--- src/rtl/rrs_pkg.sv ---
// ----------------------------------------------------------------------------
// rrs_pkg: shared types and constants of the raster rect address stepper
// Command codes, register indexes, corner codes and the configuration
// bundle passed from the register file to the datapath stages.
// ----------------------------------------------------------------------------
package rrs_pkg;

  // Default sizes
  localparam int unsigned COORD_BITS_DEF = 12;
  localparam int unsigned ADDR_BITS_DEF  = 32;

  // Fixed field widths
  localparam int unsigned LIM_W    = 16;  // holds a last column/row at any coordinate width
  localparam int unsigned ORIGIN_W = 32;
  localparam int unsigned PITCH_W  = 16;
  localparam int unsigned SIZE_W   = 13;
  localparam int unsigned CFG_DW   = 32;
  localparam int unsigned CFG_IW   = 3;
  localparam int unsigned FUNC_W   = 3;
  localparam int unsigned CORNER_W = 2;

  // Step commands
  typedef enum logic [FUNC_W-1:0] {
    FUNC_FWD    = 3'd0,
    FUNC_BWD    = 3'd1,
    FUNC_UP     = 3'd2,
    FUNC_DOWN   = 3'd3,
    FUNC_SET    = 3'd4,
    FUNC_CORNER = 3'd5
  } func_e;

  // Configuration register indexes
  typedef enum logic [CFG_IW-1:0] {
    REG_ORIGIN_A = 3'd0,
    REG_PITCH_A  = 3'd1,
    REG_ORIGIN_B = 3'd2,
    REG_PITCH_B  = 3'd3,
    REG_WIDTH    = 3'd4,
    REG_HEIGHT   = 3'd5
  } reg_e;

  // Corner codes for jump to corner: top-left, top-right, bottom-left, bottom-right
  localparam logic [CORNER_W-1:0] CORNER_TL = 2'd0;
  localparam logic [CORNER_W-1:0] CORNER_TR = 2'd1;
  localparam logic [CORNER_W-1:0] CORNER_BL = 2'd2;
  localparam logic [CORNER_W-1:0] CORNER_BR = 2'd3;

  // Configuration as seen by the datapath
  typedef struct packed {
    logic [ORIGIN_W-1:0] origin_a;
    logic [PITCH_W-1:0]  pitch_a;
    logic [ORIGIN_W-1:0] origin_b;
    logic [PITCH_W-1:0]  pitch_b;
    logic [LIM_W-1:0]    xlim;    // last column, saturated
    logic [LIM_W-1:0]    ylim;    // last row, saturated
    logic                recalc;  // row offset products being rebuilt
  } cfg_t;

endpackage

--- src/rtl/rrs_cfg.sv ---
// ----------------------------------------------------------------------------
// rrs_cfg: configuration registers
// Holds origins, pitches and region size, derives the last column and row,
// and rebuilds the last-row offset products in the cycle after any write.
// ----------------------------------------------------------------------------
module rrs_cfg #(
  parameter int unsigned COORD_BITS = rrs_pkg::COORD_BITS_DEF,
  parameter int unsigned ADDR_BITS  = rrs_pkg::ADDR_BITS_DEF
) (
  input  logic                        clk_i,
  input  logic                        rst_ni,
  input  logic                        cfg_we_i,
  input  logic [rrs_pkg::CFG_IW-1:0]  cfg_idx_i,
  input  logic [rrs_pkg::CFG_DW-1:0]  cfg_data_i,
  output rrs_pkg::cfg_t               cfg_o,
  output logic [ADDR_BITS-1:0]        yp_a_o,
  output logic [ADDR_BITS-1:0]        yp_b_o
);

  localparam int unsigned LW  = rrs_pkg::LIM_W;
  localparam int unsigned SW  = rrs_pkg::SIZE_W;
  localparam int unsigned PW  = rrs_pkg::PITCH_W;
  localparam int unsigned OW  = rrs_pkg::ORIGIN_W;
  localparam int unsigned MW  = LW + PW;
  localparam int unsigned AW  = ADDR_BITS;
  localparam logic [LW-1:0] COORD_MAX = LW'((32'd1 << COORD_BITS) - 32'd1);

  logic [OW-1:0] origin_a_q, origin_b_q;
  logic [PW-1:0] pitch_a_q, pitch_b_q;
  logic [SW-1:0] width_q, height_q;
  logic          recalc_q;
  logic [AW-1:0] yp_a_q, yp_b_q;
  logic [LW-1:0] xlim, ylim;
  logic [MW-1:0] yp_a_full, yp_b_full;

  // Last index of a size: zero counts as one, clipped to the coordinate range
  function automatic logic [LW-1:0] last_index(input logic [SW-1:0] size);
    logic [SW-1:0] v;
    v = (size == '0) ? '0 : size - 1'b1;
    return (LW'(v) > COORD_MAX) ? COORD_MAX : LW'(v);
  endfunction

  // Register writes
  always_ff @(posedge clk_i or negedge rst_ni) begin
    if (!rst_ni) begin
      origin_a_q <= '0;
      pitch_a_q  <= PW'(1);
      origin_b_q <= '0;
      pitch_b_q  <= PW'(1);
      width_q    <= SW'(1);
      height_q   <= SW'(1);
    end else if (cfg_we_i) begin
      case (rrs_pkg::reg_e'(cfg_idx_i))
        rrs_pkg::REG_ORIGIN_A: origin_a_q <= cfg_data_i[OW-1:0];
        rrs_pkg::REG_PITCH_A:  pitch_a_q  <= cfg_data_i[PW-1:0];
        rrs_pkg::REG_ORIGIN_B: origin_b_q <= cfg_data_i[OW-1:0];
        rrs_pkg::REG_PITCH_B:  pitch_b_q  <= cfg_data_i[PW-1:0];
        rrs_pkg::REG_WIDTH:    width_q    <= cfg_data_i[SW-1:0];
        rrs_pkg::REG_HEIGHT:   height_q   <= cfg_data_i[SW-1:0];
        default: ;
      endcase
    end
  end

  assign xlim = last_index(width_q);
  assign ylim = last_index(height_q);

  // Last-row offsets, rebuilt in the cycle after a write
  assign yp_a_full = MW'(ylim) * MW'(pitch_a_q);
  assign yp_b_full = MW'(ylim) * MW'(pitch_b_q);

  always_ff @(posedge clk_i or negedge rst_ni) begin
    if (!rst_ni) begin
      recalc_q <= 1'b0;
      yp_a_q   <= '0;
      yp_b_q   <= '0;
    end else begin
      recalc_q <= cfg_we_i;
      if (recalc_q) begin
        yp_a_q <= AW'(yp_a_full);
        yp_b_q <= AW'(yp_b_full);
      end
    end
  end

  always_comb begin
    cfg_o.origin_a = origin_a_q;
    cfg_o.pitch_a  = pitch_a_q;
    cfg_o.origin_b = origin_b_q;
    cfg_o.pitch_b  = pitch_b_q;
    cfg_o.xlim     = xlim;
    cfg_o.ylim     = ylim;
    cfg_o.recalc   = recalc_q;
  end

  assign yp_a_o = yp_a_q;
  assign yp_b_o = yp_b_q;

endmodule

--- config.mk ---
export PLATFORM = sky130hd
export DESIGN_NAME = rrs_cfg
export DESIGN_NICKNAME = d
export VERILOG_FILES = /design/src/rtl/rrs_pkg.sv /design/src/rtl/rrs_cfg.sv
export SDC_FILE = /design/constraint.sdc
export NUM_CORES = 1
export LEC_CHECK = 0
export BUFFER_PORTS_ARGS = -buffer_cell sky130_fd_sc_hd__clkbuf_2
export CAP_MARGIN = 15
export CELL_PAD_IN_SITES_DETAIL_PLACEMENT = 0
export CELL_PAD_IN_SITES_GLOBAL_PLACEMENT = 1
export CORE_ASPECT_RATIO = 0.5
export CORE_UTILIZATION = 35
export CTS_BUF_LIST = sky130_fd_sc_hd__clkbuf_8
export DETAILED_ROUTE_END_ITERATION = 7
export GPL_ROUTABILITY_DRIVEN = 0
export PLACE_DENSITY_LB_ADDON = 0.08
export SLEW_MARGIN = 10
export SYNTH_ARGS = -nofsm -noshare
export SYNTH_HDL_FRONTEND = slang
export SYNTH_SLANG_ARGS = --single-unit
--- constraint.sdc ---
create_clock -name clk_i -period 8.11 [get_ports clk_i]
set_input_delay 0.4055 -clock clk_i [delete_from_list [all_inputs] [get_ports clk_i]]
set_output_delay 0.4055 -clock clk_i [all_outputs]
set_load 0.02 [all_outputs]
# After elaboration in Yosys (flattened, before gate mapping)
# Cells that the tools add are included.
# Widths: inputs -> output; s select.
# word_totals
ram_bits,0
inputBits,38
output_inout_bits,193
mem_bits_ro,0
latchBits,0
regBits,187
wordCells,33
mem_count,0
# op_classes
shift,0
bitwise,0
multipliers,2
reduce_logical,9
add_sub_neg,2
mux,4
div,0
n_eq_ne,5
order_cmp,2
# ops
cell,count
$mul 13x16->29,2
$mux 13,4
$gt 13x12->1 const B,2
$logic_not 13->1,2
$sub 13x1->13 const B,2
$reduce_and 2->1,6
$eq 3x2->1 const B,2
$eq 3x3->1 const B,2
$eq 3x1->1 const B,1
$logic_not 3->1,1

# Depth between registers and ports, before layout
# depth
ltp_word,5
depth_mapped,27
depth_no_buf,25

# Least setup slack after synthesis
# No wires, ideal clock.
# synth_timing
path_type,register to register
from,register height_q[6]
to,register yp_b_q[24] (netlist: yp_b_o[24])
arrival_time_ns,6.666
path_slack_ns,1.319
t_required_ns,7.985
path_stages_with_launch,24
setup_time_ns,0.125
period_less_slack_ns,6.791
path_buffers,1
path_cell_list,dfrtp_1 or3_1 or3_4 or3_1 maj3_2 buf_2 and2_1 fa_1 inv_1 fa_1 inv_1 fa_1 fa_1 inv_1 fa_1 inv_1 ha_1 o21ai_0 a2111oi_0 a311oi_1 a21oi_1 or2_2 xor2_1 mux2_2
# synth_via
elab_chain_len,5
elab_cells_between_ends,6
classes_between,add/sub (1); mul (1); order compare (1); mux (2); reduce/logical (1)
# synth_lines
element,line,source
"start, declared",rrs_cfg.sv:30,"logic [SW-1:0] width_q, height_q;"
"start signal, assigned",rrs_cfg.sv:59,rrs_pkg::REG_HEIGHT: height_q <= cfg_data_i[SW-1:0];
$sub 13x1->13 / $logic_not 13->1 (equally long branches),rrs_cfg.sv:39,v = (size == '0) ? '0 : size - 1'b1;
$mux 13 *,rrs_cfg.sv:39,
$gt 13x12->1,rrs_cfg.sv:40,return (LW'(v) > COORD_MAX) ? COORD_MAX : LW'(v);
$mux 13 *,rrs_cfg.sv:40,
$mul 13x16->29 *,rrs_cfg.sv:70,assign yp_b_full = MW'(ylim) * MW'(pitch_b_q);
"end signal, assigned",rrs_cfg.sv:81,yp_b_q <= AW'(yp_b_full);
"end, declared",rrs_cfg.sv:32,"logic [AW-1:0] yp_a_q, yp_b_q;"
# Mark *: on every way between the ends. The rest lies on a longest branch, timed or not.
# A chain may end at the register's enable or synchronous reset.

# Final worst setup path
# layout_timing
from,register height_q[0]
to,register yp_b_q[23] (netlist: yp_b_o[23])
# Same word-level chain as after synthesis.

==> run summary <==
Status -> finished clean
CTS HTree Levels -> 4
Met2 WL post-DR -> 23.02 mm
Worst setup margin -> 0.5523 ns
Worst setup SP type -> flop
Main flop type after synthesis -> dfrtp_1
Cts bufs inserted -> 17
Number of global-route vias before repair -> 15292
Die Wd -> 347.2 um
Slowest Stage Delay on Critical Path -> 0.78 ns
Hpwl dp -> 44.45 mm
Bufs and invs on worst path -> 6
Post-CTS Setup Repair Bufs -> 0
Distinct cell type count of the synthesized netlist -> 65
Die height -> 174.6 um
Total gr overflow -> 0
Largest cells by area after synthesis -> fa_1 30%, dfrtp_1 21%, ha_1 9.0%
Final TNS setup -> 0 ns
First-pass GRT wire length -> 90.56 mm
RSZ-0062 raised after global routing -> false
Reg-to-Reg Start -> height_q[0]
Critical path's top delay family -> adder cells
Post-Syn Area -> 20850 um^2
WL final -> 57.05 mm
Clock Tree Buf Depth -> 2
DRT iter0 DRCs -> 765
Worst Skew -> 0.03353 ns
Kind of critical path -> reg -> reg
Worst path arrival time -> 8.03 ns
Vias -> 14819
Yosys top cell area share -> 29.57%
Worst Setup SP -> height_q[0]
Row Count -> 62
CP max FO -> 21
Final #Nets -> 2815
Slew headroom -> 28.42%
Initial antenna violation count -> 3
Hold Crit Class -> in -> reg
Top Ports -> 231
Area post-placement -> 22840 um^2
Least-Margin Pin Slew -> 1.068 ns
Post-synth EDFFs -> 0
HP Start -> cfg_data_i[30]
Synth Instances -> 2128
Fmax -> 0.1323 GHz
Fin. max-slew vios -> 0
FF-to-FF setup slack -> 0.55 ns
Final setup fails -> 0
Pin count of the biggest net entering global routing -> 81
PortBufs -> 216
Minimum setup slack after placement -> 0.2251 ns
Fin crit share -> 93.19%
CTS tree -> built
Clk pin slew, worst setup/hold paths -> 0.13 ns
Layout cells sized above 1 -> 19.64%
First-pass DRT Iterations -> 5
Root Buffer -> clkbuf_8
Fin crit period -> 7.558 ns
FFs w/ async S/R, synth -> 100.0%
Final Hold Viols -> 0
Post-DR wirelength/cell -> 18.40 um
Clock Latency Late Sink -> 0.57 ns
ANT nets after route -> 0
CP max-delay cell -> a21oi_2
Syn. warnings -> 0
Final instance area -> 23320 um^2
Sequential area share after synthesis -> 21.75%
Metal-1 WL -> 30.46 mm
Area delta synth->final -> 11.82%
Synth Register Bits -> 181
Max layer used -> met4
Sink Count -> 181
GRT Total Usage -> 19.65%
Hold slack final -> 0.06899 ns
Die area -> 60610 um^2
Syn Area/Cell -> 9.799 um^2
Max_cap viols -> 0
Worst Setup End Kind -> flop
Residual DRC -> 0
Worst path required time -> 8.58 ns
Vias/cell -> 4.779
Core Area -> 58100 um^2
Largest area contributor in the netlist -> fa_1
Starting Density -> 35.89%
Met3 wire length -> 3.145 mm
-- sequential cells by signal (all words and copies together) (netlist names) --
name        flops
origin_b_q     32
recalc_q        1
origin_a_q     32
yp_b_o         29
height_q       13
yp_a_o         29
pitch_b_q      16
pitch_a_q      16
width_q        13
-- through the flow --
stage	std cells	utilization, %
3_3_place_gp	3065	39.32
4_1_cts	3099	40.06
6_report	3101	40.13
5_1_grt	3101	40.13
2_1_floorplan	2172	-
3_5_place_dp	3065	39.32
-- metal layers --
| layer | track usage (%) | vias to the layer above |
|---|---|---|
| li1 | - | 6927 |
| met1 | 31.13 | 7574 |
| met2 | 27.10 | 288 |
| met3 | 4.620 | 30 |
| met4 | 2.913 | 0 |
| met5 | 0 | - |
-- cells by family (layout without fill, tap and decap cells) --
group / Yosys count / after routing / share of synthesized area [%]
and+or+nand+nor: 551 / 551 / 12.90
buffers and inverters: 534 / 694 / 9.919
adders and majority gates: 460 / 460 / 38.67
AOI/OAI and AO/OA: 184 / 184 / 5.737
DFF: 181 / 181 / 21.75
muxes: 161 / 161 / 8.683
xor gates and xnor gates: 55 / 55 / 2.310
other: 2 / 47 / 0.03602
-- synthesized netlist by cell type, drive strengths merged (4+ instances only) --
cell type,number
clkbuf,92
nand3,14
ha,150
a31oi,4
a21boi,4
xor2,19
o21bai,8
buf,23
nor3,14
nor2b,7
o211ai,6
nand2,262
nand4,7
o21a,4
inv,419
fa,308
a21o,26
or3,6
dfstp,4
a21oi,48
and2,170
nor3b,7
xnor2,36
a211o,5
nand3b,4
o21ai,40
o31ai,5
dfrtp,177
nand2b,4
mux2,159
a211oi,11
nor2,44
-- path summary, 6_finish.rpt --
path,end,cells past startpoint
min in group asynchronous,origin_a_q[30],2
hold reg to reg,yp_b_o[8],1
setup reg to reg,yp_b_o[23],25
setup / recovery,yp_b_o[23],25
hold / removal,origin_a_q[30],2
max in group asynchronous,yp_a_o[5],3
-- cell type report --
type                            instances  area [um^2]
Antenna cell                            1        2.502
Clock buffer                           19        261.5
Clock inverter                         13        151.4
Fill cell                            5982        34790
Inverter                              419         1573
Multi-Input combinational cell       1457        14500
Sequential cell                       181         4538
Tap cell                              768        960.9
Timing Repair Buffer                  243         1330
-- what timing repair did --
item,in CTS,in global routing
gates resized for setup,0,1
hold endpoints to repair,78,0
hold buffers,2,0
endpoints found under the setup margin,0,13
-- cell usage in the layout (no fill, tap or decap), types with 13 or more instances in the layout --
cell type / count
xor2_1: 19
conb_1: 46
nand2_1: 261
o21ai_0: 36
nand3_1: 14
clkbuf_8: 20
and2_1: 170
a21o_1: 26
nor3_1: 13
nor2_1: 43
fa_1: 308
dfrtp_1: 176
mux2_2: 159
a21oi_1: 46
ha_1: 150
inv_1: 419
xnor2_1: 36
buf_4: 23
clkbuf_2: 215
Power is not shown: default switching activity piles up to over one toggle a cycle in this logic, so the estimate is an artifact.
