**config.mk**
```make
export PLATFORM = sky130hd
export DESIGN_NAME = rrs_prep
export DESIGN_NICKNAME = d
export VERILOG_FILES = /design/src/rtl/rrs_pkg.sv /design/src/rtl/rrs_prep.sv
export SDC_FILE = /design/constraint.sdc
export NUM_CORES = 1
export LEC_CHECK = 0
export ABC_AREA = 1
export BUFFER_PORTS_ARGS = -buffer_cell sky130_fd_sc_hd__buf_4
export CAP_MARGIN = 10
export CORE_ASPECT_RATIO = 0.9
export CORE_MARGIN = 5
export CORE_UTILIZATION = 35
export CTS_CLUSTER_DIAMETER = 30
export DETAILED_ROUTE_END_ITERATION = 8
export GPL_ROUTABILITY_DRIVEN = 1
export PLACE_DENSITY = 0.54
export SYNTH_ARGS = -nofsm -noshare
export SYNTH_HDL_FRONTEND = slang
export SYNTH_SLANG_ARGS = --single-unit
```
**constraint.sdc**
```tcl
create_clock -name clk_i -period 7.6 [get_ports clk_i]
set_clock_uncertainty 0.15 [all_clocks]
set_input_delay 1.52 -clock clk_i [delete_from_list [all_inputs] [get_ports clk_i]]
set_output_delay 1.52 -clock clk_i [all_outputs]
set_load 0.03 [all_outputs]
```
**src/rtl/rrs_pkg.sv**
```systemverilog
// ----------------------------------------------------------------------------
// rrs_pkg: shared types and constants of the raster rect address stepper
// Command codes, register indexes, corner codes and the configuration
// bundle passed from the register file to the datapath stages.
// ----------------------------------------------------------------------------
package rrs_pkg;

  // Default sizes
  localparam int unsigned COORD_BITS_DEF = 12;
  localparam int unsigned ADDR_BITS_DEF  = 32;

  // Fixed field widths
  localparam int unsigned LIM_W    = 16;  // holds a last column/row at any coordinate width
  localparam int unsigned ORIGIN_W = 32;
  localparam int unsigned PITCH_W  = 16;
  localparam int unsigned SIZE_W   = 13;
  localparam int unsigned CFG_DW   = 32;
  localparam int unsigned CFG_IW   = 3;
  localparam int unsigned FUNC_W   = 3;
  localparam int unsigned CORNER_W = 2;

  // Step commands
  typedef enum logic [FUNC_W-1:0] {
    FUNC_FWD    = 3'd0,
    FUNC_BWD    = 3'd1,
    FUNC_UP     = 3'd2,
    FUNC_DOWN   = 3'd3,
    FUNC_SET    = 3'd4,
    FUNC_CORNER = 3'd5
  } func_e;

  // Configuration register indexes
  typedef enum logic [CFG_IW-1:0] {
    REG_ORIGIN_A = 3'd0,
    REG_PITCH_A  = 3'd1,
    REG_ORIGIN_B = 3'd2,
    REG_PITCH_B  = 3'd3,
    REG_WIDTH    = 3'd4,
    REG_HEIGHT   = 3'd5
  } reg_e;

  // Corner codes for jump to corner: top-left, top-right, bottom-left, bottom-right
  localparam logic [CORNER_W-1:0] CORNER_TL = 2'd0;
  localparam logic [CORNER_W-1:0] CORNER_TR = 2'd1;
  localparam logic [CORNER_W-1:0] CORNER_BL = 2'd2;
  localparam logic [CORNER_W-1:0] CORNER_BR = 2'd3;

  // Configuration as seen by the datapath
  typedef struct packed {
    logic [ORIGIN_W-1:0] origin_a;
    logic [PITCH_W-1:0]  pitch_a;
    logic [ORIGIN_W-1:0] origin_b;
    logic [PITCH_W-1:0]  pitch_b;
    logic [LIM_W-1:0]    xlim;    // last column, saturated
    logic [LIM_W-1:0]    ylim;    // last row, saturated
    logic                recalc;  // row offset products being rebuilt
  } cfg_t;

endpackage

```
**src/rtl/rrs_prep.sv**
```systemverilog
// ----------------------------------------------------------------------------
// rrs_prep: input register and target precompute
// Registers each command, then works out the clamped or corner target
// position and its row offsets in both surfaces for the step stage.
// ----------------------------------------------------------------------------
module rrs_prep #(
  parameter int unsigned COORD_BITS = rrs_pkg::COORD_BITS_DEF,
  parameter int unsigned ADDR_BITS  = rrs_pkg::ADDR_BITS_DEF
) (
  input  logic                          clk_i,
  input  logic                          rst_ni,
  input  rrs_pkg::cfg_t                 cfg_i,
  // command side
  input  logic                          s_valid_i,
  output logic                          s_ready_o,
  input  logic [rrs_pkg::FUNC_W-1:0]    func_i,
  input  logic [COORD_BITS-1:0]         pos_x_i,
  input  logic [COORD_BITS-1:0]         pos_y_i,
  input  logic [rrs_pkg::CORNER_W-1:0]  corner_i,
  // toward the step stage
  output logic                          out_valid_o,
  input  logic                          out_ready_i,
  output rrs_pkg::func_e                out_func_o,
  output logic [COORD_BITS-1:0]         out_col_o,
  output logic [COORD_BITS-1:0]         out_row_o,
  output logic [ADDR_BITS-1:0]          out_prod_a_o,
  output logic [ADDR_BITS-1:0]          out_prod_b_o
);

  localparam int unsigned CW  = COORD_BITS;
  localparam int unsigned AW  = ADDR_BITS;
  localparam int unsigned PRW = COORD_BITS + rrs_pkg::PITCH_W;

  logic                         v1_q, v2_q;
  logic                         r1, r2;
  rrs_pkg::func_e               func1_q, func2_q;
  logic [CW-1:0]                px1_q, py1_q;
  logic [rrs_pkg::CORNER_W-1:0] corner1_q;
  logic [CW-1:0]                xlim, ylim, tcol, trow;
  logic [PRW-1:0]               prod_a, prod_b;
  logic [CW-1:0]                col2_q, row2_q;
  logic [AW-1:0]                prod_a2_q, prod_b2_q;
  logic                         right, bottom;

  // Stage readiness, filling bubbles
  assign r2        = !v2_q || out_ready_i;
  assign r1        = !v1_q || r2;
  assign s_ready_o = r1 && !cfg_i.recalc;

  // Input register
  always_ff @(posedge clk_i or negedge rst_ni) begin
    if (!rst_ni) begin
      v1_q <= 1'b0;
    end else if (r1) begin
      v1_q <= s_valid_i && s_ready_o;
    end
  end

  always_ff @(posedge clk_i) begin
    if (s_valid_i && s_ready_o) begin
      func1_q   <= rrs_pkg::func_e'(func_i);
      px1_q     <= pos_x_i;
      py1_q     <= pos_y_i;
      corner1_q <= corner_i;
    end
  end

  // Target position: corner pick or clamped set position
  assign xlim   = CW'(cfg_i.xlim);
  assign ylim   = CW'(cfg_i.ylim);
  assign right  = (corner1_q == rrs_pkg::CORNER_TR) ||
                  (corner1_q == rrs_pkg::CORNER_BR);
  assign bottom = (corner1_q == rrs_pkg::CORNER_BL) ||
                  (corner1_q == rrs_pkg::CORNER_BR);

  always_comb begin
    if (func1_q == rrs_pkg::FUNC_CORNER) begin
      tcol = right  ? xlim : '0;
      trow = bottom ? ylim : '0;
    end else begin
      tcol = (px1_q > xlim) ? xlim : px1_q;
      trow = (py1_q > ylim) ? ylim : py1_q;
    end
  end

  // Row offsets of the target in each surface
  assign prod_a = PRW'(trow) * PRW'(cfg_i.pitch_a);
  assign prod_b = PRW'(trow) * PRW'(cfg_i.pitch_b);

  // Precompute register
  always_ff @(posedge clk_i or negedge rst_ni) begin
    if (!rst_ni) begin
      v2_q <= 1'b0;
    end else if (r2) begin
      v2_q <= v1_q;
    end
  end

  always_ff @(posedge clk_i) begin
    if (r2 && v1_q) begin
      func2_q   <= func1_q;
      col2_q    <= tcol;
      row2_q    <= trow;
      prod_a2_q <= AW'(prod_a);
      prod_b2_q <= AW'(prod_b);
    end
  end

  assign out_valid_o  = v2_q;
  assign out_func_o   = func2_q;
  assign out_col_o    = col2_q;
  assign out_row_o    = row2_q;
  assign out_prod_a_o = prod_a2_q;
  assign out_prod_b_o = prod_b2_q;

endmodule

```
# Yosys cells after proc, flatten, opt, wreduce, memory -nomap -nowiden
# Cells that the tools add are included.
[classes] mul=2 magnitude_cmp=2 eq_ne=4 mux=6 reduce_logical=10
[ops] operator="2-to-1 mux 12 bit" n=6
[ops] operator="multiplier 12 x 16 -> 28 bit" n=2
[ops] operator="greater-than comparator 12 bit" n=2
[ops] operator="equality test 2 bit, second input constant" n=2
[ops] operator="logical OR 1 bit" n=4
[ops] operator="equality test 3 bit, second input constant" n=1
[ops] operator="logical AND 1 bit" n=3
[ops] operator="zero test 1 bit" n=3
[ops] operator="equality test 2 x 1 -> 1 bit, second input constant" n=1
[word_totals] reg_bits=114 inputBits=162 out_inout_bits=93 wordCells=35

# Logic depth before layout (Yosys ltp)
[depth] depth_word=5 ltp_mapped=36 depth_no_buf=33

# Least setup slack after synthesis
# Ideal clock, no wire load.
[synth_path] kind="input -> register" from="input cfg_i[12] (netlist bit)" to="register prod_a2_q[20], in the netlist out_prod_a_o[20] (data pin)" setup_time_ps=252 t_arrival_ps=6670 required_time_ps=7198 slack_ps=528 cell_stages=27 n_path_buf=2 cell_sequence="inv_1 > ha_1 > a21o_1 > nor2_1 > nand3_4 > nand2_4 > buf_6 > nand2_1 > nand3_2 > buf_2 > nand3_1 > fa_1 > fa_1 > inv_1 > fa_1 > fa_1 > inv_1 > fa_1 > inv_1 > ha_1 > a21oi_1 > a21boi_0 > o21ai_0 > nand3_1 > nand2_1 > nand2_1 > nand2_1"
[synth_between] elab_chain_len=4 elab_cells_between_ends=5 classes_between="mul: 1; order compare: 1; mux: 3"
[synth_lines] element="from (decl)" line_no="rrs_prep.sv:12" rtl="input rrs_pkg::cfg_t cfg_i,"
[synth_lines] element="greater-than comparator 12 bit" line_no="rrs_prep.sv:82" rtl="trow = (py1_q > ylim) ? ylim : py1_q;"
[synth_lines] element="2-to-1 mux 12 bit" line_no="rrs_prep.sv:82"
[synth_lines] element="2-to-1 mux 12 bit (*)" line_no="rrs_prep.sv:77" rtl="if (func1_q == rrs_pkg::FUNC_CORNER) begin"
[synth_lines] element="multiplier 12 x 16 -> 28 bit (*)" line_no="rrs_prep.sv:87" rtl="assign prod_a = PRW'(trow) * PRW'(cfg_i.pitch_a);"
[synth_lines] element="via prod_a[20]" line_no="rrs_prep.sv:40" rtl="logic [PRW-1:0] prod_a, prod_b;"
[synth_lines] element="to (signal assigned)" line_no="rrs_prep.sv:104" rtl="prod_a2_q <= AW'(prod_a);"
[synth_lines] element="to (decl)" line_no="rrs_prep.sv:42" rtl="logic [AW-1:0] prod_a2_q, prod_b2_q;"
# Mark *: on every way through the listed nets, which the timed path passes. The rest lies on a longest branch.
# A chain may end at the register's enable or synchronous reset.

# Final worst setup path
[layout_path] from="input cfg_i[12] (netlist bit)" to="register prod_a2_q[22], in the netlist out_prod_a_o[22] (data pin)"
# Same word-level chain as after synthesis.

==> summary.md <==
| Metric | Value |
|---|---|
| First-pass GRT wire length | `roughly 85 mm` |
| Synth Register Bits | `114` |
| RD Place Congestion | `0.908` |
| Initial core utilization | `a little over a third` |
| Setup crit end kind | `flop` |
| CTS Hold Bufs | `0` |
| DIE HEIGHT | `225 µm` |
| Postcts setup bufs | `0` |
| Antenna Cells | `0` |
| DP Area | `0.0212 mm²` |
| Final min period | `7160 ps` |
| DP Worst Slack | `-38.0 ps` |
| # DRC | `0` |
| Core Area | `between 0.05 and 0.06 mm²` |
| Flip-flop and latch area | `~0.0034 mm²` |
| Post-synth EDFFs | `112` |
| Hold Path End | `out_func_o[0]` |
| Drt first pass iters | `6` |
| Yosys warning total | `0` |
| Final period util | `94.2%` |
| Input/output buffers | `174` |
| Detail Placement HPWL | `~45 mm` |
| Crit-path max FO | `15` |
| Later-pin clock latency in the skew report | `480 ps` |
| I/O pin count | `255` |
| DR vias/cell | `a little under 5` |
| Final setup viols | `0` |
| Syn_area_per_cell | `8.54 µm²` |
| RSZ-0062 raised after global routing | `false` |
| Largest net degree at the start of global routing | `50` |
| Hold path cells | `0` |
| Reg2reg start | `py1_q[9]` |
| Design Area, Final | `approximately 0.022 mm²` |
| R2R Path End | `out_prod_a_o[21]` |
| Area occupied by multi-input gates | `around 0.012 mm²` |
| Clock buffer count from CTS | `17` |
| Cell Area, Synth | `about 0.018 mm²` |
| Post-Synthesis Cells | `roughly 2100` |
| Grt ovf | `0` |
| CP Data Required Time | `between 7000 and 8000 ps` |
| Vias in the first global route | `approximately 16000` |
| Starting DRC count in detailed routing | `887` |
| Clock-pin slew on the worst setup and hold paths | `~70 ps` |
| CTS H-tree depth | `4` |
| Clock Sinks | `114` |
| Final WS setup | `439 ps` |
| Reg2reg path depth | `29` |
| Slew margin rel. | `around two fifths` |
| Initial antenna violation count | `1` |
| Fill count | `5135` |
| Startpoint Class | `input pin` |
| Netlist cell types | `41` |
| Final #Nets | `2990` |
| Status | `finished clean` |
| WS Path Type | `input pin to flop` |
| Seq/Total Area, Yosys | `19.0%` |
| Async SR Flop Fraction | `between 1.5 and 2%` |
| Area delta synth->final | `21.1%` |
| Worst EP arrival | `between 7000 and 8000 ps` |
| Post-synth top flop | `edfxtp_1` |
| Worst-Margin Slew | `868 ps` |
| Die footprint | `0.0559 mm²` |
| Min-delay worst type | `flop to flop` |
| Max Clock Freq | `140 MHz` |
| Share of cells above drive strength 1 | `17.8%` |
| R2R setup slack | `1150 ps` |
| CTS tree | `yes` |
| Gr usage total | `a little under a fifth` |
| Slew Viols, Final | `0` |
| Overall routed net length | `about 53 mm` |
| Wire per inst | `17.1 µm` |
| HP Start | `func1_q[0]` |
| Max-cap violations | `0` |
| Die extent in x | `249 µm` |
| Post-DRT Antenna Nets | `0` |
| Resized Gates After CTS | `0` |
| Root buffer cell | `clkbuf_16` |
| DR vias | `14800` |
| # rows | `between 70 and 80` |
| Final hold violation count | `0` |
| Clk buf depth | `2` |
[metrics by stage]
step	utilization (%)	hold slack [ps]	cells	TNS, ps
after floorplan	-	276	2108	0
after global placement	41.8	280	3053	-18.9
after detailed placement	41.8	282	3053	-112
after CTS	43.0	298	3085	0
after global routing	43.0	305	3085	0
final	43.0	296	3085	0
[area by class of cell]
type / instances / area share (%)
clock buffer: 17 / 1.96
clock inverter: 15 / 0.754
inverter: 514 / 8.87
multi-input combinational: 1396 / 56.1
sequential: 114 / 15.7
tap: 680 / 3.91
timing repair buffer: 349 / 12.7
[cells in the mapped netlist, types with 19 or more instances]
master / count / share of area, %
nand2_1: 297 / 6.2
xor2_1: 26 / 1.3
inv_1: 509 / 11
buf_1: 22 / 0.46
a21oi_1: 64 / 1.8
clkbuf_1: 19 / 0.40
fa_1: 280 / 31
o21ai_0: 30 / 0.84
ha_1: 156 / 11
edfxtp_1: 112 / 19
buf_2: 19 / 0.53
nand3_1: 236 / 6.6
nor2_1: 181 / 3.8
[critical path, stage by stage]
cell,delay [ps]
buf_4,80
inv_1,40
ha_1,300
a21o_1,160
nor2_1,220
nand3_4,170
nand2_4,140
nand2_1,70
nand3_2,130
buf_4,260
nand3_1,130
fa_1,530
inv_1,60
fa_1,490
fa_1,500
fa_1,540
inv_1,70
fa_1,490
inv_1,40
ha_1,320
a21oi_1,250
o21ai_0,210
a21oi_1,180
nand3_1,140
xor2_1,170
[logic make-up after synthesis]
kind of cell    count (synthesis)  synth area share (%)
buf+inv                       598                  13.4
other cells                     1                0.0209
xor+xnor                       38                  1.85
compound gates                129                  3.97
fa+ha+maj                     436                  42.1
flops                         114                  19.0
simple gates                  785                  19.7
[cell usage in the layout, fill, tap and decap left out, types with 2 or more instances in the layout]
cell and count:
o21ai_2 3, nand3_1 236, clkinv_4 4, nor3_1 13
nand2_2 16, a21o_1 5, conb_1 8, inv_1 509
nor2_4 2, inv_6 4, buf_4 337, nand2_4 4
inv_2 5, o21ai_0 30, a21boi_0 5, a21oi_1 63
nor2_1 180, nand2_1 297, a31oi_1 5, nand3_2 7
nor4_1 4, o21ai_1 3, clkbuf_16 17, nand4_1 17
buf_12 12, o21bai_1 9, inv_8 5, nand3_4 5
fa_1 280, edfxtp_1 112, ha_1 156, dfrtp_1 2
xor2_1 26, xnor2_1 12
[routing by layer]
metal,global-route usage (%),vias to the layer above,wire length (µm)
li1,-,7036,-
met1,24.6,7237,23000
met2,33.1,461,25700
met3,3.23,82,2720
met4,6.67,2,1350
met5,0,-,13
[how the worst max path moves through the flow]
| stage | start | endpoint | slack, ps | cells after the start |
|---|---|---|---|---|
| finish | cfg_i[12] | out_prod_a_o[22] | 440 | 25 |
| detailed placement | cfg_i[7] | out_prod_b_o[25] | -40 | 30 |
| floorplan | cfg_i[12] | out_prod_a_o[20] | 530 | 27 |
| global placement | cfg_i[12] | out_prod_a_o[20] | -10 | 28 |
| CTS | cfg_i[7] | out_prod_a_o[21] | 500 | 29 |
| global route | cfg_i[7] | out_prod_a_o[17] | 90 | 32 |
[sequential cells by signal, indices dropped and copies added (netlist names)]
signal,count
out_prod_b_o,28
out_func_o,3
px1_q,12
corner1_q,2
out_col_o,12
py1_q,12
func1_q,3
out_prod_a_o,28
v1_q,1
out_row_o,12
out_valid_o,1
Power is not shown: default switching activity piles up to over one toggle a cycle in this logic, so the estimate is an artifact.
