<file path="src/rtl/rrs_pkg.sv">
// ----------------------------------------------------------------------------
// rrs_pkg: shared types and constants of the raster rect address stepper
// Command codes, register indexes, corner codes and the configuration
// bundle passed from the register file to the datapath stages.
// ----------------------------------------------------------------------------
package rrs_pkg;

  // Default sizes
  localparam int unsigned COORD_BITS_DEF = 12;
  localparam int unsigned ADDR_BITS_DEF  = 32;

  // Fixed field widths
  localparam int unsigned LIM_W    = 16;  // holds a last column/row at any coordinate width
  localparam int unsigned ORIGIN_W = 32;
  localparam int unsigned PITCH_W  = 16;
  localparam int unsigned SIZE_W   = 13;
  localparam int unsigned CFG_DW   = 32;
  localparam int unsigned CFG_IW   = 3;
  localparam int unsigned FUNC_W   = 3;
  localparam int unsigned CORNER_W = 2;

  // Step commands
  typedef enum logic [FUNC_W-1:0] {
    FUNC_FWD    = 3'd0,
    FUNC_BWD    = 3'd1,
    FUNC_UP     = 3'd2,
    FUNC_DOWN   = 3'd3,
    FUNC_SET    = 3'd4,
    FUNC_CORNER = 3'd5
  } func_e;

  // Configuration register indexes
  typedef enum logic [CFG_IW-1:0] {
    REG_ORIGIN_A = 3'd0,
    REG_PITCH_A  = 3'd1,
    REG_ORIGIN_B = 3'd2,
    REG_PITCH_B  = 3'd3,
    REG_WIDTH    = 3'd4,
    REG_HEIGHT   = 3'd5
  } reg_e;

  // Corner codes for jump to corner: top-left, top-right, bottom-left, bottom-right
  localparam logic [CORNER_W-1:0] CORNER_TL = 2'd0;
  localparam logic [CORNER_W-1:0] CORNER_TR = 2'd1;
  localparam logic [CORNER_W-1:0] CORNER_BL = 2'd2;
  localparam logic [CORNER_W-1:0] CORNER_BR = 2'd3;

  // Configuration as seen by the datapath
  typedef struct packed {
    logic [ORIGIN_W-1:0] origin_a;
    logic [PITCH_W-1:0]  pitch_a;
    logic [ORIGIN_W-1:0] origin_b;
    logic [PITCH_W-1:0]  pitch_b;
    logic [LIM_W-1:0]    xlim;    // last column, saturated
    logic [LIM_W-1:0]    ylim;    // last row, saturated
    logic                recalc;  // row offset products being rebuilt
  } cfg_t;

endpackage

</file>
<file path="src/rtl/rrs_exec.sv">
// ----------------------------------------------------------------------------
// rrs_exec: position and address step stage
// Applies one command per cycle to the position, both addresses and the end
// flag, unless the result side stalls. The state registers double as the
// result register.
module rrs_exec #(
  parameter int unsigned COORD_BITS = rrs_pkg::COORD_BITS_DEF,
  parameter int unsigned ADDR_BITS  = rrs_pkg::ADDR_BITS_DEF
) (
  input  logic                    clk_i,
  input  logic                    rst_ni,
  input  rrs_pkg::cfg_t           cfg_i,
  input  logic [ADDR_BITS-1:0]    yp_a_i,
  input  logic [ADDR_BITS-1:0]    yp_b_i,
  // from the precompute stage
  input  logic                    in_valid_i,
  output logic                    in_ready_o,
  input  rrs_pkg::func_e          func_i,
  input  logic [COORD_BITS-1:0]   col_i,
  input  logic [COORD_BITS-1:0]   row_i,
  input  logic [ADDR_BITS-1:0]    prod_a_i,
  input  logic [ADDR_BITS-1:0]    prod_b_i,
  // result side
  output logic                    m_valid_o,
  input  logic                    m_ready_i,
  output logic [COORD_BITS-1:0]   cur_col_o,
  output logic [COORD_BITS-1:0]   cur_row_o,
  output logic [ADDR_BITS-1:0]    addr_a_o,
  output logic [ADDR_BITS-1:0]    addr_b_o,
  output logic                    at_end_o
);

  localparam int unsigned CW  = COORD_BITS;
  localparam int unsigned AW  = ADDR_BITS;
  localparam int unsigned PRW = COORD_BITS + rrs_pkg::PITCH_W;

  logic           valid_q, fire;
  logic [CW-1:0]  col_q, row_q, col_d, row_d;
  logic [AW-1:0]  addr_a_q, addr_b_q, addr_a_d, addr_b_d;
  logic [AW-1:0]  rp_a_q, rp_b_q, rp_a_d, rp_b_d;   // row_q times pitch
  logic           end_q, end_d;
  logic [CW-1:0]  xlim, ylim;
  logic [AW-1:0]  pa, pb, col_e, xlim_e, org_a, org_b, tcol_e;
  logic [PRW-1:0] rp_a_full, rp_b_full;

  assign in_ready_o = !valid_q || m_ready_i;
  assign fire       = in_valid_i && in_ready_o;

  assign xlim   = CW'(cfg_i.xlim);
  assign ylim   = CW'(cfg_i.ylim);
  assign pa     = AW'(cfg_i.pitch_a);
  assign pb     = AW'(cfg_i.pitch_b);
  assign org_a  = AW'(cfg_i.origin_a);
  assign org_b  = AW'(cfg_i.origin_b);
  assign col_e  = AW'(col_q);
  assign xlim_e = AW'(xlim);
  assign tcol_e = AW'(col_i);

  // Row offset rebuild after a pitch or size change
  assign rp_a_full = PRW'(row_q) * PRW'(cfg_i.pitch_a);
  assign rp_b_full = PRW'(row_q) * PRW'(cfg_i.pitch_b);

  // Next state for one command
  always_comb begin
    col_d    = col_q;
    row_d    = row_q;
    addr_a_d = addr_a_q;
    addr_b_d = addr_b_q;
    rp_a_d   = rp_a_q;
    rp_b_d   = rp_b_q;
    end_d    = end_q;
    case (func_i)
      rrs_pkg::FUNC_FWD: begin
        end_d = 1'b0;
        if (col_q >= xlim) begin
          col_d = '0;
          if (row_q >= ylim) begin
            // wrap to the region start
            row_d    = '0;
            addr_a_d = addr_a_q - col_e - rp_a_q;
            addr_b_d = addr_b_q - col_e - rp_b_q;
            rp_a_d   = '0;
            rp_b_d   = '0;
            end_d    = 1'b1;
          end else begin
            row_d    = row_q + 1'b1;
            addr_a_d = addr_a_q - col_e + pa;
            addr_b_d = addr_b_q - col_e + pb;
            rp_a_d   = rp_a_q + pa;
            rp_b_d   = rp_b_q + pb;
          end
        end else begin
          col_d    = col_q + 1'b1;
          addr_a_d = addr_a_q + 1'b1;
          addr_b_d = addr_b_q + 1'b1;
        end
      end
      rrs_pkg::FUNC_BWD: begin
        end_d = 1'b0;
        if (col_q == '0) begin
          col_d = xlim;
          if (row_q == '0) begin
            // wrap to the region end
            row_d    = ylim;
            addr_a_d = addr_a_q + xlim_e + yp_a_i;
            addr_b_d = addr_b_q + xlim_e + yp_b_i;
            rp_a_d   = yp_a_i;
            rp_b_d   = yp_b_i;
            end_d    = 1'b1;
          end else begin
            row_d    = row_q - 1'b1;
            addr_a_d = addr_a_q + xlim_e - pa;
            addr_b_d = addr_b_q + xlim_e - pb;
            rp_a_d   = rp_a_q - pa;
            rp_b_d   = rp_b_q - pb;
          end
        end else begin
          col_d    = col_q - 1'b1;
          addr_a_d = addr_a_q - 1'b1;
          addr_b_d = addr_b_q - 1'b1;
        end
      end
      rrs_pkg::FUNC_UP: begin
        if (row_q == '0) begin
          end_d = 1'b1;
        end else begin
          row_d    = row_q - 1'b1;
          addr_a_d = addr_a_q - pa;
          addr_b_d = addr_b_q - pb;
          rp_a_d   = rp_a_q - pa;
          rp_b_d   = rp_b_q - pb;
        end
      end
      rrs_pkg::FUNC_DOWN: begin
        if (row_q >= ylim) begin
          end_d = 1'b1;
        end else begin
          row_d    = row_q + 1'b1;
          addr_a_d = addr_a_q + pa;
          addr_b_d = addr_b_q + pb;
          rp_a_d   = rp_a_q + pa;
          rp_b_d   = rp_b_q + pb;
        end
      end
      rrs_pkg::FUNC_SET, rrs_pkg::FUNC_CORNER: begin
        col_d    = col_i;
        row_d    = row_i;
        addr_a_d = org_a + prod_a_i + tcol_e;
        addr_b_d = org_b + prod_b_i + tcol_e;
        rp_a_d   = prod_a_i;
        rp_b_d   = prod_b_i;
        end_d    = 1'b0;
      end
      default: ;
    endcase
  end

  // State and result register
  always_ff @(posedge clk_i or negedge rst_ni) begin
    if (!rst_ni) begin
      valid_q  <= 1'b0;
      col_q    <= '0;
      row_q    <= '0;
      addr_a_q <= '0;
      addr_b_q <= '0;
      rp_a_q   <= '0;
      rp_b_q   <= '0;
      end_q    <= 1'b0;
    end else begin
      if (in_ready_o) begin
        valid_q <= in_valid_i;
      end
      if (fire) begin
        col_q    <= col_d;
        row_q    <= row_d;
        addr_a_q <= addr_a_d;
        addr_b_q <= addr_b_d;
        rp_a_q   <= rp_a_d;
        rp_b_q   <= rp_b_d;
        end_q    <= end_d;
      end else if (cfg_i.recalc) begin
        rp_a_q <= AW'(rp_a_full);
        rp_b_q <= AW'(rp_b_full);
      end
    end
  end

  assign m_valid_o = valid_q;
  assign cur_col_o = col_q;
  assign cur_row_o = row_q;
  assign addr_a_o  = addr_a_q;
  assign addr_b_o  = addr_b_q;
  assign at_end_o  = end_q;

endmodule

</file>
<file path="config.mk">
export PLATFORM = sky130hd
export DESIGN_NAME = rrs_exec
export DESIGN_NICKNAME = d
export VERILOG_FILES = /design/src/rtl/rrs_pkg.sv /design/src/rtl/rrs_exec.sv
export SDC_FILE = /design/constraint.sdc
export NUM_CORES = 2
export LEC_CHECK = 0
export ABC_AREA = 1
export BUFFER_PORTS_ARGS = -buffer_cell sky130_fd_sc_hd__buf_2
export CELL_PAD_IN_SITES_DETAIL_PLACEMENT = 1
export CELL_PAD_IN_SITES_GLOBAL_PLACEMENT = 2
export CORE_ASPECT_RATIO = 0.75
export CORE_UTILIZATION = 34
export DETAILED_ROUTE_END_ITERATION = 16
export PLACE_DENSITY = 0.84
export RECOVER_POWER = 100
export SLEW_MARGIN = 10
export SYNTH_ARGS = -nofsm -noshare
export SYNTH_HDL_FRONTEND = slang
export SYNTH_SLANG_ARGS = --single-unit
</file>
<file path="constraint.sdc">
create_clock -name clk_i -period 7.3 [get_ports clk_i]
set_clock_uncertainty 0.15 [all_clocks]
set_input_delay 0.365 -clock clk_i [delete_from_list [all_inputs] [get_ports clk_i]]
set_output_delay 0.365 -clock clk_i [all_outputs]
set_load 0.1 [all_outputs]
</file>
# ---- Word-level counts from Yosys, hierarchy flattened
# Index checks and enable logic that the tools add are counted.
dict set report classes {
  reduce_logical 15
  n_addsub 32
  order_cmp 2
  eq_ne 16
  muxes 49
  multipliers 2
}
# operator count
set ops {}
lappend ops {{32-bit two-way mux} 28}
lappend ops {{32-bit one-hot mux with 5 select lines} 4}
lappend ops {{32-bit by 16-bit adder with 32-bit output} 6}
lappend ops {{32-bit by 16-bit subtractor with 32-bit output} 6}
lappend ops {{32-bit by 12-bit adder with 32-bit output} 4}
lappend ops {{32-bit adder} 4}
lappend ops {{12-bit two-way mux} 8}
lappend ops {{32-bit by 1-bit adder with 32-bit output, second input constant} 2}
lappend ops {{32-bit by 1-bit subtractor with 32-bit output, second input constant} 2}
lappend ops {{32-bit by 12-bit subtractor with 32-bit output} 2}
lappend ops {{32-bit subtractor} 2}
lappend ops {{12-bit one-hot mux with 5 select lines} 1}
lappend ops {{12-bit by 16-bit multiplier with 28-bit output} 2}
lappend ops {{12-bit one-hot mux with 3 select lines} 1}
lappend ops {{12-bit by 1-bit adder with 12-bit output, second input constant} 2}
lappend ops {{12-bit greater-or-equal comparator} 2}
lappend ops {{12-bit logical NOT} 2}
lappend ops {{12-bit by 1-bit subtractor with 12-bit output, second input constant} 2}
lappend ops {{2-bit != test, second input constant} 6}
lappend ops {{3-bit != test, second input constant} 4}
lappend ops {{6-bit AND reduction} 2}
lappend ops {{4-bit AND reduction} 2}
lappend ops {{3-bit by 2-bit == test with 1-bit output, second input constant} 2}
lappend ops {{3-bit == test, second input constant} 2}
lappend ops {{13 further kinds} 18}
dict set report totals {
  regBits 154
  output_inout_bits 91
}

# ---- Logic depth before layout (Yosys ltp)
dict set report logic_depth {
  depth_word 5
  depth_mapped 32
  depth_no_buf 32
}

# ---- Least setup slack after synthesis
# No wires, ideal clock.
dict set report synth_path {
  path_kind {reg2reg}
  from {register row_q[10], in the netlist cur_row_o[10]}
  to {register rp_b_q[18]}
  t_arrival_ns 5.710
  setup_ns 0.077
  path_stages_with_launch 22
  t_required_ns 7.073
  period_less_slack_ns 5.937
  setup_slack_ns 1.363
  cell_sequence {dfrtp_1 buf_2 clkbuf_1 nand2_1 fa_1 fa_1 inv_1 fa_1 fa_1 inv_1 fa_1 inv_1 ha_1 nand2_1 nor2_1 inv_1 nor2_1 a21oi_1 or2_2 a21oi_1 nor2_1 a21oi_1}
}
dict set report synth_via {
  elab_chain_cells 5
  word_cells_on_any_way 13
  classes_between {1 x mul; 1 x order compare; 2 x eq/ne; 7 x mux; 2 x reduce/logical}
}
# element line
set synth_rtl {}
lappend synth_rtl {{start, declared} rrs_exec.sv:38} ;# logic [CW-1:0] col_q, row_q, col_d, row_d;
lappend synth_rtl {{start signal, assigned} rrs_exec.sv:175} ;# row_q <= row_d;
lappend synth_rtl {{branches (longest 5 deep; another with 12-bit by 16-bit multiplier with 28-bit output)} -}
lappend synth_rtl {{end signal, assigned} rrs_exec.sv:179} ;# rp_b_q <= rp_b_d;
lappend synth_rtl {{end signal, assigned} rrs_exec.sv:183} ;# rp_b_q <= AW'(rp_b_full);
lappend synth_rtl {{end, declared} rrs_exec.sv:40} ;# logic [AW-1:0] rp_a_q, rp_b_q, rp_a_d, rp_b_d;
# Several ways; the timed one is not identified. The select of a mux whose other input is x is not followed.
# A chain may end at the register's enable or synchronous reset.

# ---- Worst setup path in the final report
dict set report layout_path {
  from {register row_q[1], in the netlist cur_row_o[1]}
  to {register rp_b_q[16]}
}
# Same word-level chain as after synthesis.

==> impl_metrics.yaml <==
run_status:
  status: "finished, violations left"
  failed_checks: "capacitance limit, slew limit"
yosys:
  synth_async_sr_flop_share_pct: 100
  yosysSeqAreaShare_pct: 6.75
  synth_cell_types: 64
  syn_avg_cell_area_um2: 5.78
  synth.cell_area_um2: 57100
  synth_compound_area_share_pct: 14.7
  syn_inst: 9881
  synth_top_family_by_area: "simple AND/OR/NAND/NOR gates"
  ys.flop_type: "dfrtp_1"
  synthAdderAreaFrac_pct: 23.6
  synth-xor-area-share_pct: 5.29
  yosys.area_share.simple_pct: 37.1
  synthMuxAreaShare_pct: 0.0197
  synth-seq-cells: 154
  synth-edff-count: 0
  ys_warn_count: 0
  synth_nets: 11100
final_layout:
  area_growth_pct: 7.95
  fillers: 23000
  finalNetCount: 11200
  multi_input_area_um2: 46100
  drive_above_1_share_pct: 4.95
  seqCellArea_um2: 3850
drt:
  vias: 69200
  routed_via_density: 5.63
  postRouteAntennaNets: 0
  firstDrtPassIters: 6
  wl_um: 318000
  drc_errors: 0
  drtIter0Drc: 6534
  wire_per_inst_um: 25.9
setup_path:
  reg2reg_from: "cur_row_o[1]$_DFFE_PN0P_"
  worst-path-buf-inv: 4
  arrival_ns: 6.94
  slowest_delay_ns: 1.23
  crit_fanout: 37
  path_cells: "inv_1 > ha_1 > nand3_1 > nor2_1 > nand2_4 > inv_4 > nand2_1 > inv_2 > clkbuf_2 > nand2_1 > nand2_1 > nor3_1 > nand2_1 > nand3_1 > o21ai_0"
  reg2reg_slack_ns: 0.57
  reg2regPathDepth: 15
  cpLargestDelayFamily: "simple AND/OR/NAND/NOR gates"
  cp-startpoint: "cur_row_o[1]$_DFFE_PN0P_"
  rr_endpoint: "rp_b_q[16]$_DFFE_PN0P_"
  critical_path_class: "flip-flop to flip-flop"
  end_kind: "flip-flop"
  start_kind: "flip-flop"
  cp_slowest_cell: "nand2_1"
  cp.required_ns: 7.52
  crit_path_frequent_cell: "nand2_1"
floorplanning:
  die_area_um2: 170000
  start_util_pct: 34.4
  die_y_um: 357
  fp-row-count: 129
  die_width_um: 475
  core-area_um2: 166000
  ios: 379
sta:
  whs_ns: 0.0205
  tightest_slew_ns: 3.80
  period_share_pct: 92.1
  period_minus_slack_ns: 6.73
  fin_setup_tns_ns: 0
  fin_ws_ns: 0.575
  rsz0062_at_grt: "false"
  maxSlewHeadroom_pct: -154
  setup_viol: 0
  final-hold-violation-count: 0
  timing.fmax_mhz: 149
  maxSlewViolCount: 323
clocking:
  clkTransAtPathRegs_ns: 0.10
  numCtsBuffers: 17
  clk_latency_ns: 0.58
  cts_tree: "done"
  cts_buffer_depth: 2
  clockRootBuffer: "clkbuf_16"
  cts_sinks: 154
  htree_levels: 4
placed_design:
  dp_slack_ns: 1.02
  post-dp-hpwl_um: 269000
  place.gp.congestion: 1.04
  port_buffers: 370
global_route:
  grt_overflow: 0
  grt_start_max_net_pins: 64
  first_global_vias: 69100
  grt_usage_pct: 36.9
  grt_pass1_wl_um: 464000
  antenna_found_initial: 10
run:
  cap_violations: 10
worst_hold_path:
  hold_end: "cur_row_o[2]$_DFFE_PN0P_"
  hold_depth: 5
  hold_path_startpoint: "row_i[2]"
  min_path_type: "primary input to flip-flop"
-- cell usage after synthesis (all sizes together), types with 3 or more instances --
cell	instances	share of area, %
o31ai	3	0.039
a21o	26	0.34
clkbuf	215	1.4
o21a	14	0.18
nor4	24	0.29
nor2	1026	6.8
inv	1528	10
a22oi	11	0.14
a211oi	10	0.13
a32oi	7	0.11
a31oi	36	0.39
o21ai	594	5.2
o2111ai	10	0.15
ha	566	12
o21bai	48	0.63
a21boi	15	0.20
o221ai	5	0.077
a31o	3	0.046
and2	8	0.088
o211ai	37	0.49
a21oi	690	6.1
nand4	165	1.8
fa	320	11
nor3	136	1.3
o22ai	7	0.077
nand2	2877	19
xor2	287	4.4
xnor2	58	0.89
and3	5	0.055
a22o	19	0.29
or2	38	0.42
a221oi	4	0.061
nand3b	58	0.76
nand3	747	6.6
dfrtp	154	6.7
buf	120	1.1
-- worst max path at each step --
stage	endpoint	slack [ns]	cells after the start
2_1_floorplan	rp_b_q[18]$_DFFE_PN0P_	1.36	21
3_3_place_gp	rp_a_q[24]$_DFFE_PN0P_	1.08	20
3_5_place_dp	rp_a_q[24]$_DFFE_PN0P_	1.02	20
4_1_cts	rp_a_q[24]$_DFFE_PN0P_	0.96	20
5_1_grt	addr_a_o[27]$_DFFE_PN0P_	0.33	25
6_report	rp_b_q[16]$_DFFE_PN0P_	0.57	15
-- kinds of logic after synthesis --
kind of cell    after synthesis
compound gates             1543
xor+xnor                    345
fa+ha+maj                   886
buf+inv                    1865
flops                       154
mux                           1
simple gates               5087
-- routing by layer --
layer / track usage (%) / up-vias / wire [um] / part of all wire [%]
li1: - / 32000 / - / -
met1: 50.3 / 33800 / 142000 / 45
met2: 55.6 / 2785 / 132000 / 42
met3: 5.66 / 553 / 23500 / 7.4
met4: 20.0 / 8 / 20100 / 6.3
met5: 0 / - / 61 / 0.019
-- tightest hold or removal path, cell delays in order --
cell and delay (ns):
buf_2 0.08, nand2_1 0.07, o221ai_1 0.08, o31ai_1 0.07
o21ai_0 0.06
-- repair_timing --
item | CTS | global route
resized for setup | 0 | 0
hold buffers | 9 | 0
endpoints found under the hold margin | 56 | 0
setup buffers | 0 | 0
-- cell usage in the layout, fill, tap and decap left out, drive strengths merged, types with 165 or more instances in the layout --
cell,count
nand2,2877
inv,1536
nor2,1026
nand3,747
a21oi,690
o21ai,594
ha,566
buf,362
fa,320
xor2,287
nand4,165
-- flip-flops by register name, summed over array words and instances, names as in the netlist --
signal / flops
m_valid_o: 1
addr_a_o: 32
rp_a_q: 32
rp_b_q: 32
at_end_o: 1
cur_row_o: 12
addr_b_o: 32
cur_col_o: 12
-- cell type report --
cell class / count / area share (%)
antenna: 4 / 0.0162
clock buffer: 19 / 0.734
sequential: 154 / 6.25
clock inverter: 13 / 0.252
multi-input combinational: 7862 / 74.8
inverter: 1530 / 9.32
timing repair buffer: 469 / 4.10
tap: 2227 / 4.52
-- metrics by stage --
stage | instance area (um2) | util (%) | std cells
after floorplan | 57100 | - | 9881
after global placement | 61100 | 36.8 | 12200
after detailed placement | 61100 | 36.8 | 12200
after CTS | 61800 | 37.3 | 12300
after global routing | 61700 | 37.2 | 12300
final | 61700 | 37.2 | 12300
Power is left out: the tool's default activity adds up to more than one toggle a clock period on the data nets, which glitch-free logic cannot reach.
